==> config.mk <==
export PLATFORM = sky130hd
export DESIGN_NAME = fir_filter_circular
export DESIGN_NICKNAME = d
export VERILOG_FILES = /design/src/design/fir_pkg.sv /design/src/design/fir_filter_circular.sv /design/src/design/fir_ram.sv /design/src/design/fir_ctrl.sv /design/src/design/fir_datapath.sv
export SDC_FILE = /design/constraint.sdc
export NUM_CORES = 2
export LEC_CHECK = 0
export ABC_AREA = 1
export BUFFER_PORTS_ARGS = -buffer_cell sky130_fd_sc_hd__buf_2
export CORE_MARGIN = 8
export CORE_UTILIZATION = 45
export CTS_BUF_LIST = sky130_fd_sc_hd__clkbuf_4 sky130_fd_sc_hd__clkbuf_8 sky130_fd_sc_hd__clkbuf_16
export CTS_CLUSTER_SIZE = 40
export DETAILED_ROUTE_END_ITERATION = 16
export PLACE_DENSITY_LB_ADDON = 0.15
export SYNTH_ARGS = -nofsm -noshare
export SYNTH_HDL_FRONTEND = slang
export SYNTH_SLANG_ARGS = --single-unit
==> constraint.sdc <==
create_clock -name clock -period 5.1 [get_ports clock]
set_input_delay 0.765 -clock clock [delete_from_list [all_inputs] [get_ports clock]]
set_output_delay 0.765 -clock clock [all_outputs]
set_load 0.005 [all_outputs]
==> src/design/fir_pkg.sv <==
// ----------------------------------------------------------------------------
// fir_pkg
// shared constants, state encoding and controller/datapath interface structs
// ----------------------------------------------------------------------------
`timescale 1ns / 1ps

package fir_pkg;

   localparam int MAX_TAPS_DEF  = 64;
   localparam int COEF_BITS_DEF = 16;

   localparam int SAMPLE_W    = 14;
   localparam int COEF_IN_W   = 16;
   localparam int COEF_IDX_W  = 6;
   localparam int TAPCNT_W    = 7;
   localparam int OUT_MAX     = 16383;

   localparam logic [TAPCNT_W-1:0] TAPCNT_RESET = 7'd16;

   localparam logic CMD_FILTER = 1'b0;
   localparam logic CMD_COEF   = 1'b1;

   typedef enum logic [1:0] {
      ST_IDLE,
      ST_RUN,
      ST_DRAIN
   } fir_state_type;

   typedef struct packed {
      logic start;
      logic coef_write;
      logic issue;
      logic load_out;
   } fir_cmd_type;

   typedef struct packed {
      logic last_tap;
      logic pipe_busy;
   } fir_sts_type;

endpackage

==> src/design/fir_filter_circular.sv <==
// ----------------------------------------------------------------------------
// fir_filter_circular
// direct-form fir filter on a circular delay line, one mac per tap per cycle
// ----------------------------------------------------------------------------
// a filter transaction is taken only while idle, one sample at a time: the
//   single shared mac steps through the delay line and coefficient rams one
//   tap a cycle and the mac pipe drains; the result is then loaded into the
//   output register, raising rsp_valid, later while an earlier result waits
// a coefficient write gives no result
// reset (synchronous, active high) clears the tap count to 16, the write
//   pointer and the per-entry valid bits; unwritten entries read as zero
`timescale 1ns / 1ps

module fir_filter_circular
   import fir_pkg::*;
#(
   parameter int MAX_TAPS  = MAX_TAPS_DEF,
   parameter int COEF_BITS = COEF_BITS_DEF
) (
   input  logic                        clock,
   input  logic                        reset,
   // request channel
   input  logic                        req_valid,
   output logic                        req_ready,
   input  logic                        req_command,
   input  logic [SAMPLE_W-1:0]         req_sample,
   input  logic [COEF_IDX_W-1:0]       req_coef_index,
   input  logic signed [COEF_IN_W-1:0] req_coef_value,
   // response channel
   output logic                        rsp_valid,
   input  logic                        rsp_ready,
   output logic [SAMPLE_W-1:0]         rsp_filtered_sample,
   // tap count register write
   input  logic                        csr_valid,
   output logic                        csr_ready,
   input  logic [TAPCNT_W-1:0]         csr_tap_count
);

   fir_cmd_type cmd;
   fir_sts_type sts;
   logic        csr_write;

   // register writes are always taken
   assign csr_ready = 1'b1;
   assign csr_write = csr_valid && csr_ready;

   // sequencer: one transaction in flight, result parked in output register
   fir_ctrl u_ctrl (
      .clock       (clock),
      .reset       (reset),
      .req_valid   (req_valid),
      .req_ready   (req_ready),
      .req_command (req_command),
      .rsp_valid   (rsp_valid),
      .rsp_ready   (rsp_ready),
      .cmd         (cmd),
      .sts         (sts)
   );

   // rams, mac pipe (read, multiply, accumulate) and output saturation
   fir_datapath #(
      .MAX_TAPS  (MAX_TAPS),
      .COEF_BITS (COEF_BITS)
   ) u_datapath (
      .clock               (clock),
      .reset               (reset),
      .csr_write           (csr_write),
      .csr_tap_count       (csr_tap_count),
      .req_sample          (req_sample),
      .req_coef_index      (req_coef_index),
      .req_coef_value      (req_coef_value),
      .rsp_filtered_sample (rsp_filtered_sample),
      .cmd                 (cmd),
      .sts                 (sts)
   );

endmodule

==> src/design/fir_ram.sv <==
// ----------------------------------------------------------------------------
// fir_ram
// generic simple dual-port ram, one write port, one registered read port
// ----------------------------------------------------------------------------
`timescale 1ns / 1ps

module fir_ram #(
   parameter int WIDTH = 16,
   parameter int DEPTH = 64
) (
   input  logic                     clock,
   input  logic                     wr_en,
   input  logic [$clog2(DEPTH)-1:0] wr_addr,
   input  logic [WIDTH-1:0]         wr_data,
   input  logic [$clog2(DEPTH)-1:0] rd_addr,
   output logic [WIDTH-1:0]         rd_data
);

   logic [WIDTH-1:0] mem [DEPTH];
   logic [WIDTH-1:0] rd_data_ff;

   always_ff @(posedge clock) begin
      if (wr_en) begin
         mem[wr_addr] <= wr_data;
      end
      rd_data_ff <= mem[rd_addr];
   end

   assign rd_data = rd_data_ff;

endmodule

==> src/design/fir_ctrl.sv <==
// ----------------------------------------------------------------------------
// fir_ctrl
// sequencer: accepts transactions, steps the tap loop, hands off the result
// ----------------------------------------------------------------------------
`timescale 1ns / 1ps

module fir_ctrl
   import fir_pkg::*;
(
   input  logic        clock,
   input  logic        reset,
   input  logic        req_valid,
   output logic        req_ready,
   input  logic        req_command,
   output logic        rsp_valid,
   input  logic        rsp_ready,
   output fir_cmd_type cmd,
   input  fir_sts_type sts
);

   fir_state_type state_ff, state_in;
   logic          rsp_valid_ff, rsp_valid_in;
   logic          out_free;

   assign out_free = !rsp_valid_ff || rsp_ready;

   always_ff @(posedge clock) begin
      if (reset) begin
         state_ff     <= ST_IDLE;
         rsp_valid_ff <= 1'b0;
      end else begin
         state_ff     <= state_in;
         rsp_valid_ff <= rsp_valid_in;
      end
   end

   always_comb begin
      state_in  = state_ff;
      cmd       = '0;
      req_ready = 1'b0;
      case (state_ff)
         ST_IDLE: begin
            req_ready = !reset;
            if (req_valid && !reset) begin
               if (req_command == CMD_COEF) begin
                  cmd.coef_write = 1'b1;
               end else begin
                  cmd.start = 1'b1;
                  state_in  = ST_RUN;
               end
            end
         end
         ST_RUN: begin
            cmd.issue = 1'b1;
            if (sts.last_tap) begin
               state_in = ST_DRAIN;
            end
         end
         ST_DRAIN: begin
            if (!sts.pipe_busy && out_free) begin
               cmd.load_out = 1'b1;
               state_in     = ST_IDLE;
            end
         end
         default: begin
            state_in = ST_IDLE;
         end
      endcase
   end

   always_comb begin
      if (cmd.load_out) begin
         rsp_valid_in = 1'b1;
      end else if (rsp_ready) begin
         rsp_valid_in = 1'b0;
      end else begin
         rsp_valid_in = rsp_valid_ff;
      end
   end

   assign rsp_valid = rsp_valid_ff;

   a_idle_pipe_empty: assert property (@(posedge clock) disable iff (reset)
      state_ff == ST_IDLE |-> !sts.pipe_busy)
      else $error("mac pipeline busy while idle");

   a_load_after_drain: assert property (@(posedge clock) disable iff (reset)
      cmd.load_out |-> !sts.pipe_busy)
      else $error("result loaded before accumulation finished");

   a_rsp_from_drain: assert property (@(posedge clock) disable iff (reset)
      $rose(rsp_valid_ff) |-> $past(state_ff == ST_DRAIN))
      else $error("result raised outside drain");

endmodule

==> src/design/fir_datapath.sv <==
// ----------------------------------------------------------------------------
// fir_datapath
// delay line and coefficient rams, multiply-accumulate pipe, output saturation
// ----------------------------------------------------------------------------
`timescale 1ns / 1ps

module fir_datapath
   import fir_pkg::*;
#(
   parameter int MAX_TAPS  = MAX_TAPS_DEF,
   parameter int COEF_BITS = COEF_BITS_DEF
) (
   input  logic                        clock,
   input  logic                        reset,
   input  logic                        csr_write,
   input  logic [TAPCNT_W-1:0]         csr_tap_count,
   input  logic [SAMPLE_W-1:0]         req_sample,
   input  logic [COEF_IDX_W-1:0]       req_coef_index,
   input  logic signed [COEF_IN_W-1:0] req_coef_value,
   output logic [SAMPLE_W-1:0]         rsp_filtered_sample,
   input  fir_cmd_type                 cmd,
   output fir_sts_type                 sts
);

   localparam int AW     = $clog2(MAX_TAPS);
   localparam int TW     = $clog2(MAX_TAPS + 1);
   localparam int CWI    = (COEF_BITS < COEF_IN_W) ? COEF_BITS : COEF_IN_W;
   localparam int PROD_W = SAMPLE_W + COEF_BITS;
   localparam int ACC_W  = PROD_W + 1 + $clog2(MAX_TAPS);
   // rounding half plus midscale folded into the starting value
   localparam logic signed [ACC_W-1:0] ACC_INIT =
      ACC_W'((64'sd1 <<< (COEF_BITS - 2)) + (64'sd8192 <<< (COEF_BITS - 1)));

   logic [TAPCNT_W-1:0]     tap_count_ff;
   logic [TW-1:0]           taps_ff, taps_in;
   logic [AW-1:0]           wp_ff, wp_next;
   logic [AW-1:0]           pos_ff, pos_next;
   logic [AW-1:0]           k_ff;
   logic [MAX_TAPS-1:0]     dvalid_ff, cvalid_ff;
   logic                    vq_ff;
   logic                    s1_ff, s2_ff;
   logic signed [PROD_W-1:0] prod_ff, prod_in;
   logic signed [ACC_W-1:0] acc_ff;
   logic signed [ACC_W-1:0] ysh;
   logic [SAMPLE_W-1:0]     out_ff, out_in;

   logic                    coef_ok;
   logic [AW-1:0]           coef_addr;
   logic [COEF_BITS-1:0]    coef_wdata;
   logic [SAMPLE_W-1:0]     dl_wdata;
   logic [SAMPLE_W-1:0]     dl_q;
   logic [COEF_BITS-1:0]    cf_q;
   logic signed [SAMPLE_W-1:0]  d_op;
   logic signed [COEF_BITS-1:0] c_op;

   // offset binary to two's complement: flip the msb
   assign dl_wdata   = {~req_sample[SAMPLE_W-1], req_sample[SAMPLE_W-2:0]};
   assign coef_ok    = 32'(req_coef_index) < MAX_TAPS;
   assign coef_addr  = AW'(req_coef_index);
   assign coef_wdata = COEF_BITS'($signed(req_coef_value[CWI-1:0]));

   assign wp_next  = (wp_ff == AW'(MAX_TAPS - 1)) ? '0 : wp_ff + 1'b1;
   assign pos_next = (pos_ff == '0) ? AW'(MAX_TAPS - 1) : pos_ff - 1'b1;

   always_comb begin
      if (tap_count_ff == '0) begin
         taps_in = TW'(1);
      end else if (32'(tap_count_ff) > MAX_TAPS) begin
         taps_in = TW'(MAX_TAPS);
      end else begin
         taps_in = TW'(tap_count_ff);
      end
   end

   fir_ram #(.WIDTH(SAMPLE_W), .DEPTH(MAX_TAPS)) u_delay_ram (
      .clock   (clock),
      .wr_en   (cmd.start),
      .wr_addr (wp_ff),
      .wr_data (dl_wdata),
      .rd_addr (pos_ff),
      .rd_data (dl_q)
   );

   fir_ram #(.WIDTH(COEF_BITS), .DEPTH(MAX_TAPS)) u_coef_ram (
      .clock   (clock),
      .wr_en   (cmd.coef_write && coef_ok),
      .wr_addr (coef_addr),
      .wr_data (coef_wdata),
      .rd_addr (k_ff),
      .rd_data (cf_q)
   );

   // control state
   always_ff @(posedge clock) begin
      if (reset) begin
         tap_count_ff <= TAPCNT_RESET;
         wp_ff        <= '0;
         dvalid_ff    <= '0;
         cvalid_ff    <= '0;
         s1_ff        <= 1'b0;
         s2_ff        <= 1'b0;
      end else begin
         if (csr_write) begin
            tap_count_ff <= csr_tap_count;
         end
         if (cmd.start) begin
            wp_ff            <= wp_next;
            dvalid_ff[wp_ff] <= 1'b1;
         end
         if (cmd.coef_write && coef_ok) begin
            cvalid_ff[coef_addr] <= 1'b1;
         end
         s1_ff <= cmd.issue;
         s2_ff <= s1_ff;
      end
   end

   assign d_op    = $signed(dl_q);
   assign c_op    = $signed(cf_q);

   // signed product, zero for entries never written
   always_comb begin
      if (vq_ff) begin
         prod_in = d_op * c_op;
      end else begin
         prod_in = '0;
      end
   end

   assign ysh = acc_ff >>> (COEF_BITS - 1);

   always_comb begin
      if (ysh < 0) begin
         out_in = '0;
      end else if (ysh > ACC_W'(OUT_MAX)) begin
         out_in = SAMPLE_W'(OUT_MAX);
      end else begin
         out_in = ysh[SAMPLE_W-1:0];
      end
   end

   // payload registers
   always_ff @(posedge clock) begin
      if (cmd.start) begin
         pos_ff  <= wp_ff;
         k_ff    <= '0;
         taps_ff <= taps_in;
      end else if (cmd.issue) begin
         pos_ff <= pos_next;
         k_ff   <= k_ff + 1'b1;
      end
      // entries never written read as zero
      vq_ff   <= dvalid_ff[pos_ff] && cvalid_ff[k_ff];
      prod_ff <= prod_in;
      if (cmd.start) begin
         acc_ff <= ACC_INIT;
      end else if (s2_ff) begin
         acc_ff <= acc_ff + ACC_W'(prod_ff);
      end
      if (cmd.load_out) begin
         out_ff <= out_in;
      end
   end

   assign sts.last_tap      = (TW'(k_ff) + 1'b1) == taps_ff;
   assign sts.pipe_busy     = s1_ff || s2_ff;
   assign rsp_filtered_sample = out_ff;

endmodule
## Word level (Yosys, flattened, before mapping)

Memories as Yosys holds them, arrays and structs flattened. A register that Yosys moved wholly into a read port is not among the register bits.
Index checks and enable logic that the tools add are counted.

| cells by class | value |
|---|---|
| $add $sub $neg | 5 |
| $mul | 1 |
| order comparisons | 9 |
| equality and inequality tests | 8 |
| muxes and demuxes | 33 |
| bitwise logic cells | 3 |
| reductions and logical operators | 17 |

Operator list:

| cell | count |
|---|---|
| $or 64x64->64 | 2 |
| $add 37x30->37 | 1 |
| $mul 14x16->30 | 1 |
| $lt 6x7->1 const B | 4 |
| $mux 6 | 4 |
| $gt 22x15->1 const B | 1 |
| $lt 22x1->1 const B | 1 |
| $mux 1 | 16 |
| $mux 14 | 1 |
| $add 6x1->6 const B | 2 |
| $bmux 1 s6 | 2 |
| $demux 1 s6 | 2 |
| $ge 6x1->1 const B | 2 |
| $mux 2 | 6 |
| $add 6x1->7 const B | 1 |
| $eq 7x7->1 | 1 |
| $gt 7x7->1 const B | 1 |
| $logic_not 7->1 | 1 |
| $mux 7 | 1 |
| $eq 6x6->1 const B | 1 |
| $logic_not 6->1 | 1 |
| $pmux 2 s3 | 1 |
| $sub 6x1->6 const B | 1 |
| $logic_and 1x1->1 | 5 |
| other kinds (11) | 17 |

| storage, ports and cells | value |
|---|---|
| bits in registers | 247 |
| bits in writable memories | 1,920 |
| input port bits | 49 |
| output and inout port bits | 17 |
| word-level logic and storage cells | 94 |
| memories kept | 2 |

Memory list:

| memory | words | bits a word | read ports | clocked after Yosys merged registers in | wr ports | line | RTL |
|---|---|---|---|---|---|---|---|
| u_datapath.u_coef_ram.mem | 64 | 16 | 1 | 1 | 1 | fir_ram.sv:19 | `logic [WIDTH-1:0] mem [DEPTH];` |
| u_datapath.u_delay_ram.mem | 64 | 14 | 1 | 1 | 1 | fir_ram.sv:19 |  |

## Logic depth before layout (Yosys ltp)

| logic depth | value |
|---|---|
| depth in word-level cells | 6 |
| depth in mapped cells | 28 |
| gate-level depth less buffers | 26 |

## Hierarchy

A second synthesis with hierarchy kept.

| unflattened totals | value |
|---|---|
| cell total of the unflattened synthesis | 9,521 |
| area, all modules | 100,490.1 um^2 |

Modules (own cells, without submodules):

| module | times used | cells an instance | area an instance (um^2) | sequential area each (um^2) |
|---|---|---|---|---|
| fir_ram at u_datapath.u_coef_ram | 1 | 3,517 | 42,099.1 | 31,069.8 |
| fir_ram at u_datapath.u_delay_ram | 1 | 3,088 | 36,905.4 | 27,186.1 |
| fir_datapath | 1 | 2,881 | 21,274.2 | 5,154.9 |
| fir_ctrl | 1 | 33 | 200.2 | 60.1 |
| fir_filter_circular | 1 | 2 | 11.3 | 0.0 |

## Worst setup path after synthesis

Ideal clock, no wire load.

| path | value |
|---|---|
| kind | register -> register |
| start point | register u_datapath.u_delay_ram.rd_data_ff[3] (netlist: u_datapath.u_delay_ram.rd_data[3]), read port of u_datapath.u_delay_ram.mem |
| end point | register u_datapath.prod_ff[28] |
| library setup time | 70 ps |
| arrival | 5,466 ps |
| data required time | 5,030 ps |
| setup slack | -436 ps |
| cell stages (with the launch flop) | 21 |
| buffers on the path | 2 |
| clock period less this slack | 5,536 ps |
| cell sequence | dfxtp_1 -> clkbuf_1 -> clkbuf_1 -> nand2_1 -> fa_1 -> fa_1 -> inv_1 -> fa_1 -> fa_1 -> inv_1 -> fa_1 -> fa_1 -> inv_1 -> ha_1 -> inv_1 -> nor3_1 -> nand2_1 -> or2_2 -> nand3_1 -> o21ai_0 -> a21oi_1 |

| between the ends | value |
|---|---|
| longest elaborated chain between the ends | 1 |

RTL lines:

| item | line | RTL |
|---|---|---|
| start: declaration | fir_ram.sv:20 | `logic [WIDTH-1:0] rd_data_ff;` |
| $mul 14x16->30 | fir_datapath.sv:124 | `prod_in = d_op * c_op;` |
| end signal: assignment | fir_datapath.sv:154 | `prod_ff <= prod_in;` |
| end: declaration | fir_datapath.sv:42 | `logic signed [PROD_W-1:0] prod_ff, prod_in;` |

Every way passes these cells.
A chain may end at the register's enable or synchronous reset.

## Worst setup path in the final report

| path | value |
|---|---|
| start point | register u_datapath.u_coef_ram.rd_data_ff[15] (netlist: u_datapath.u_coef_ram.rd_data[15]), read port of u_datapath.u_coef_ram.mem |
| end point | register u_datapath.prod_ff[29] |

| between the ends | value |
|---|---|
| longest elaborated chain between the ends | 1 |

RTL lines:

| item | line |
|---|---|
| start: declaration | fir_ram.sv:20 |
| $mul 14x16->30 | fir_datapath.sv:124 |

Every way passes these cells.

==> results by stage <==
Status:
- The flow ran to the end, but the final reports show violations.
- The checks that failed: negative setup slack.

Timing:
- Across all setup checks in the final design, the least slack found is -0.109 ns.
- In the finished design, the share of the clock period the worst path needs comes to 102%.
- The transition at the pin with the smallest max-transition slack is 1.22 ns.
- Setup repair after global routing could not meet its margin everywhere.
- The worst path in the final design needs a cycle of roughly 5.2 ns, including I/O delays and setup.
- The clock tree skew after final layout is 0.0701 ns.
- The hold violation count in the final report is 0.
- Setup violations remaining at the end of the flow were counted as 9.
- Summed over all failing endpoints, the final setup total negative slack is -0.429 ns.
- The top achievable clock speed is 192 MHz.
- Hold is met by 0.132 ns.
- The max-slew violation total from the final report is 0.
- The headroom to the max-slew limit is between 10% and 20%.

Floorplanning:
- The number of I/O pins is 66.
- The core area is 214000 um^2.
- The height of the chip is 479 um.
- The row count is 170.
- Measured along the x axis, the die boundary spans roughly 480 um.
- The die covers 230000 um^2.
- The initial standard-cell utilization of the core is 45.2%.

Finish:
- The share of post-route cells with drive strength above 1 is 12.6%.
- At the end of the flow, the number of nets in the layout was approximately 9000.
- Measured on the finished design, the core utilization comes to around half.
- The total of fill cells in the finished design is 18800.
- The area growth from synthesis to layout is 14.8%.

Route:
- The routed design has about 280000 um of wire.
- The remaining antenna violation count is 0.
- The via count is 66600.
- After detailed routing, the number of remaining DRC violations is 0.
- The routed wire length per instance is between 20 and 25 um.
- The per-cell via count in the routed design is 5.61.
- The first routing iteration left 6106 violations.
- The length of the first detailed-routing pass in iterations is 6.

Global route:
- The pin count of the biggest net entering global routing is 190.
- The first global-routing pass estimated 414000 um of wire.
- The global routing usage summed across all routing layers is 23.4%.
- The total congestion overflow after global routing is 0.
- The initial antenna violation count is 6.
- The via count of the first global-routing pass was 64900.

Worst hold path:
- The path category of the worst min-delay check is input pin to register.
- The startpoint identified for the worst hold timing path is csr_tap_count[4].

Clocking:
- Clock-pin slew was measured on the worst setup and hold paths at 0.07 ns.
- The CTS tree is built.
- The later pin in the worst-skew pair is clocked with a latency of 0.87 ns.
- The clock tree buffer depth is 3.
- The root cell of the clock tree is clkbuf_16.
- The number of buffers inserted during clock tree synthesis is 224.
- The clock drives between 2000 and 2500 sinks.
- The CTS H-tree depth is 4.

Synth:
- In the post-synthesis netlist, the biggest area contributors are edfxtp_1 (61%), nor2_1 (6.6%), o21ai_0 (6.5%).
- The number of unique standard cell types used by synthesis is 47.
- The register area share after synthesis is 65.7%.
- After synthesis the cells add up to ~97000 um^2.
- The synthesized design contains 2197 register bits.
- The commonest register cell after synthesis is edfxtp_1.
- Each instance of the synthesized netlist takes up on average 11.2 um^2.
- Counting every net in the synthesized netlist gives 9018.
- The area share of the leading cell type in the synthesized netlist is roughly three fifths.
- After technology mapping, the gate count stands at ~8600.
- During synthesis, Yosys emitted a total of 0 warnings.
- The most area-hungry cell type in the Yosys netlist is edfxtp_1.
- The number of enable-type register cells in the synthesized netlist is 1947.
- For this run, asynchronously set or reset flops after synthesis account for 0%.

Setup path:
- The worst setup path startpoint is u_datapath.u_coef_ram.rd_data[15]$_DFF_P_.
- STA classifies the critical path startpoint as a register.
- Along the worst path, the maximum fanout reaches 6.
- STA classifies the critical path endpoint as a register.
- At the worst endpoint, the required time is between 5 and 6 ns.
- The launching point of the worst reg2reg path is u_datapath.u_coef_ram.rd_data[15]$_DFF_P_.
- The critical path is of the register to register type.
- Data arrives at the worst endpoint at 5.98 ns.

Placement:
- The number of buffers inserted by port buffering is 64.
- The weighted congestion at the end of routability-driven global placement is 0.888.
- The post-placement worst setup slack is -0.370 ns.
- The half-perimeter wire length after detailed placement is 161000 um.

Job:
- Max-cap violations in this run came to 0.
[area by class of cell]
class | count | area (um^2) | share of cell area (%)
sequential | 2197 | 63500 | 57.3
tap | 2838 | 3550 | 3.20
antenna | 4 | 10.0 | 0.00902
inverter | 596 | 2270 | 2.05
clock buffer | 309 | 6470 | 5.83
multi-input combinational | 5321 | 29600 | 26.7
timing repair buffer | 491 | 4070 | 3.67
clock inverter | 120 | 1410 | 1.27
[worst max-delay path, cell delays in order, from the launching register on]
cell	delay, ns
dfxtp_4	0.39
buf_4	0.13
nand2_2	0.08
fa_1	0.57
inv_2	0.07
fa_2	0.57
inv_2	0.05
fa_1	0.48
inv_1	0.05
fa_1	0.50
inv_1	0.05
fa_2	0.43
fa_1	0.56
inv_2	0.05
ha_4	0.27
inv_4	0.05
nor3_4	0.22
nand2_1	0.10
nor3_1	0.17
nand2_1	0.07
o211ai_1	0.10
nand2_1	0.07
nand2_1	0.06
nor2_1	0.04
[cell usage after synthesis (all sizes together) (111+ instances only)]
cell / count
o21ai: 1284
ha: 111
clkbuf: 362
nand3: 182
o22ai: 452
dfxtp: 250
fa: 220
edfxtp: 1947
nand2: 873
nor2: 1708
inv: 594
buf: 162
a21oi: 222
[layer usage]
| metal | up-vias | track usage, % | share of wire (%) |
|---|---|---|---|
| met5 | - | 0 | 0.0047 |
| met4 | 2 | 6.96 | 3.0 |
| met3 | 401 | 3.25 | 6.5 |
| met2 | 2275 | 38.3 | 47 |
| met1 | 33300 | 32.7 | 44 |
| li1 | 30600 | - | - |
[metrics by stage]
step | instance area [um^2] | instances
global route | 111000 | 11900
floorplan | 96800 | 8638
finish | 111000 | 11900
CTS | 110000 | 11900
detailed placement | 102000 | 11400
global placement | 102000 | 11400
[cell families (layout without fill, tap and decap cells)]
logic type / Yosys count / count (layout) / synth area share, %
buf+inv: 1120 / 1516 / 4.56
compound gates: 2110 / 2110 / 11.9
flops: 2197 / 2197 / 65.7
other cells: 1 / 5 / 0.00388
simple gates: 2846 / 2846 / 11.5
fa+ha+maj: 331 / 331 / 5.99
xor+xnor: 33 / 33 / 0.299
[sequential cells by signal, indices dropped and copies added, names as in the netlist, 7 cells and up]
name / cells
u_datapath.acc_ff: 37
u_datapath.cvalid_ff: 64
u_datapath.dvalid_ff: 64
u_datapath.prod_ff: 30
u_datapath.rsp_filtered_sample: 14
u_datapath.tap_count_ff: 7
u_datapath.taps_ff: 7
u_datapath.u_coef_ram.mem: 1024
u_datapath.u_coef_ram.rd_data: 16
u_datapath.u_delay_ram.mem: 896
u_datapath.u_delay_ram.rd_data: 14
[final timing paths]
path	end	slack [ns]	cells past startpoint
setup / recovery	u_datapath.prod_ff[29]$_SDFF_PN0_	-0.11	23
hold / removal	u_datapath.tap_count_ff[4]$_SDFFE_PP1P_	0.13	3
setup reg to reg	u_datapath.prod_ff[29]$_SDFF_PN0_	-0.11	23
hold reg to reg	u_datapath.cvalid_ff[61]$_SDFFE_PP0P_	0.46	2
[placed cells by master (no fill, tap or decap), types with 63 or more instances in the layout]
master	instances
nand3_1	170
o22ai_1	452
nand2_1	837
buf_4	373
dfxtp_1	224
o21ai_0	1241
inv_1	539
a21oi_1	196
edfxtp_1	1947
ha_1	89
nor2_1	1674
clkbuf_16	227
fa_1	205
buf_2	63
[repair_timing]
action / 4_1_cts / 5_1_grt
resized for setup: 125 / 125
hold endpoints to repair: 0 / 0
setup endpoints to repair: 18 / 21
pin swaps: 59 / 78
setup buffers: 14 / 15
hold buffers: 0 / 0
Power is not shown: default switching activity piles up to over one toggle a cycle in this logic, so the estimate is an artifact.
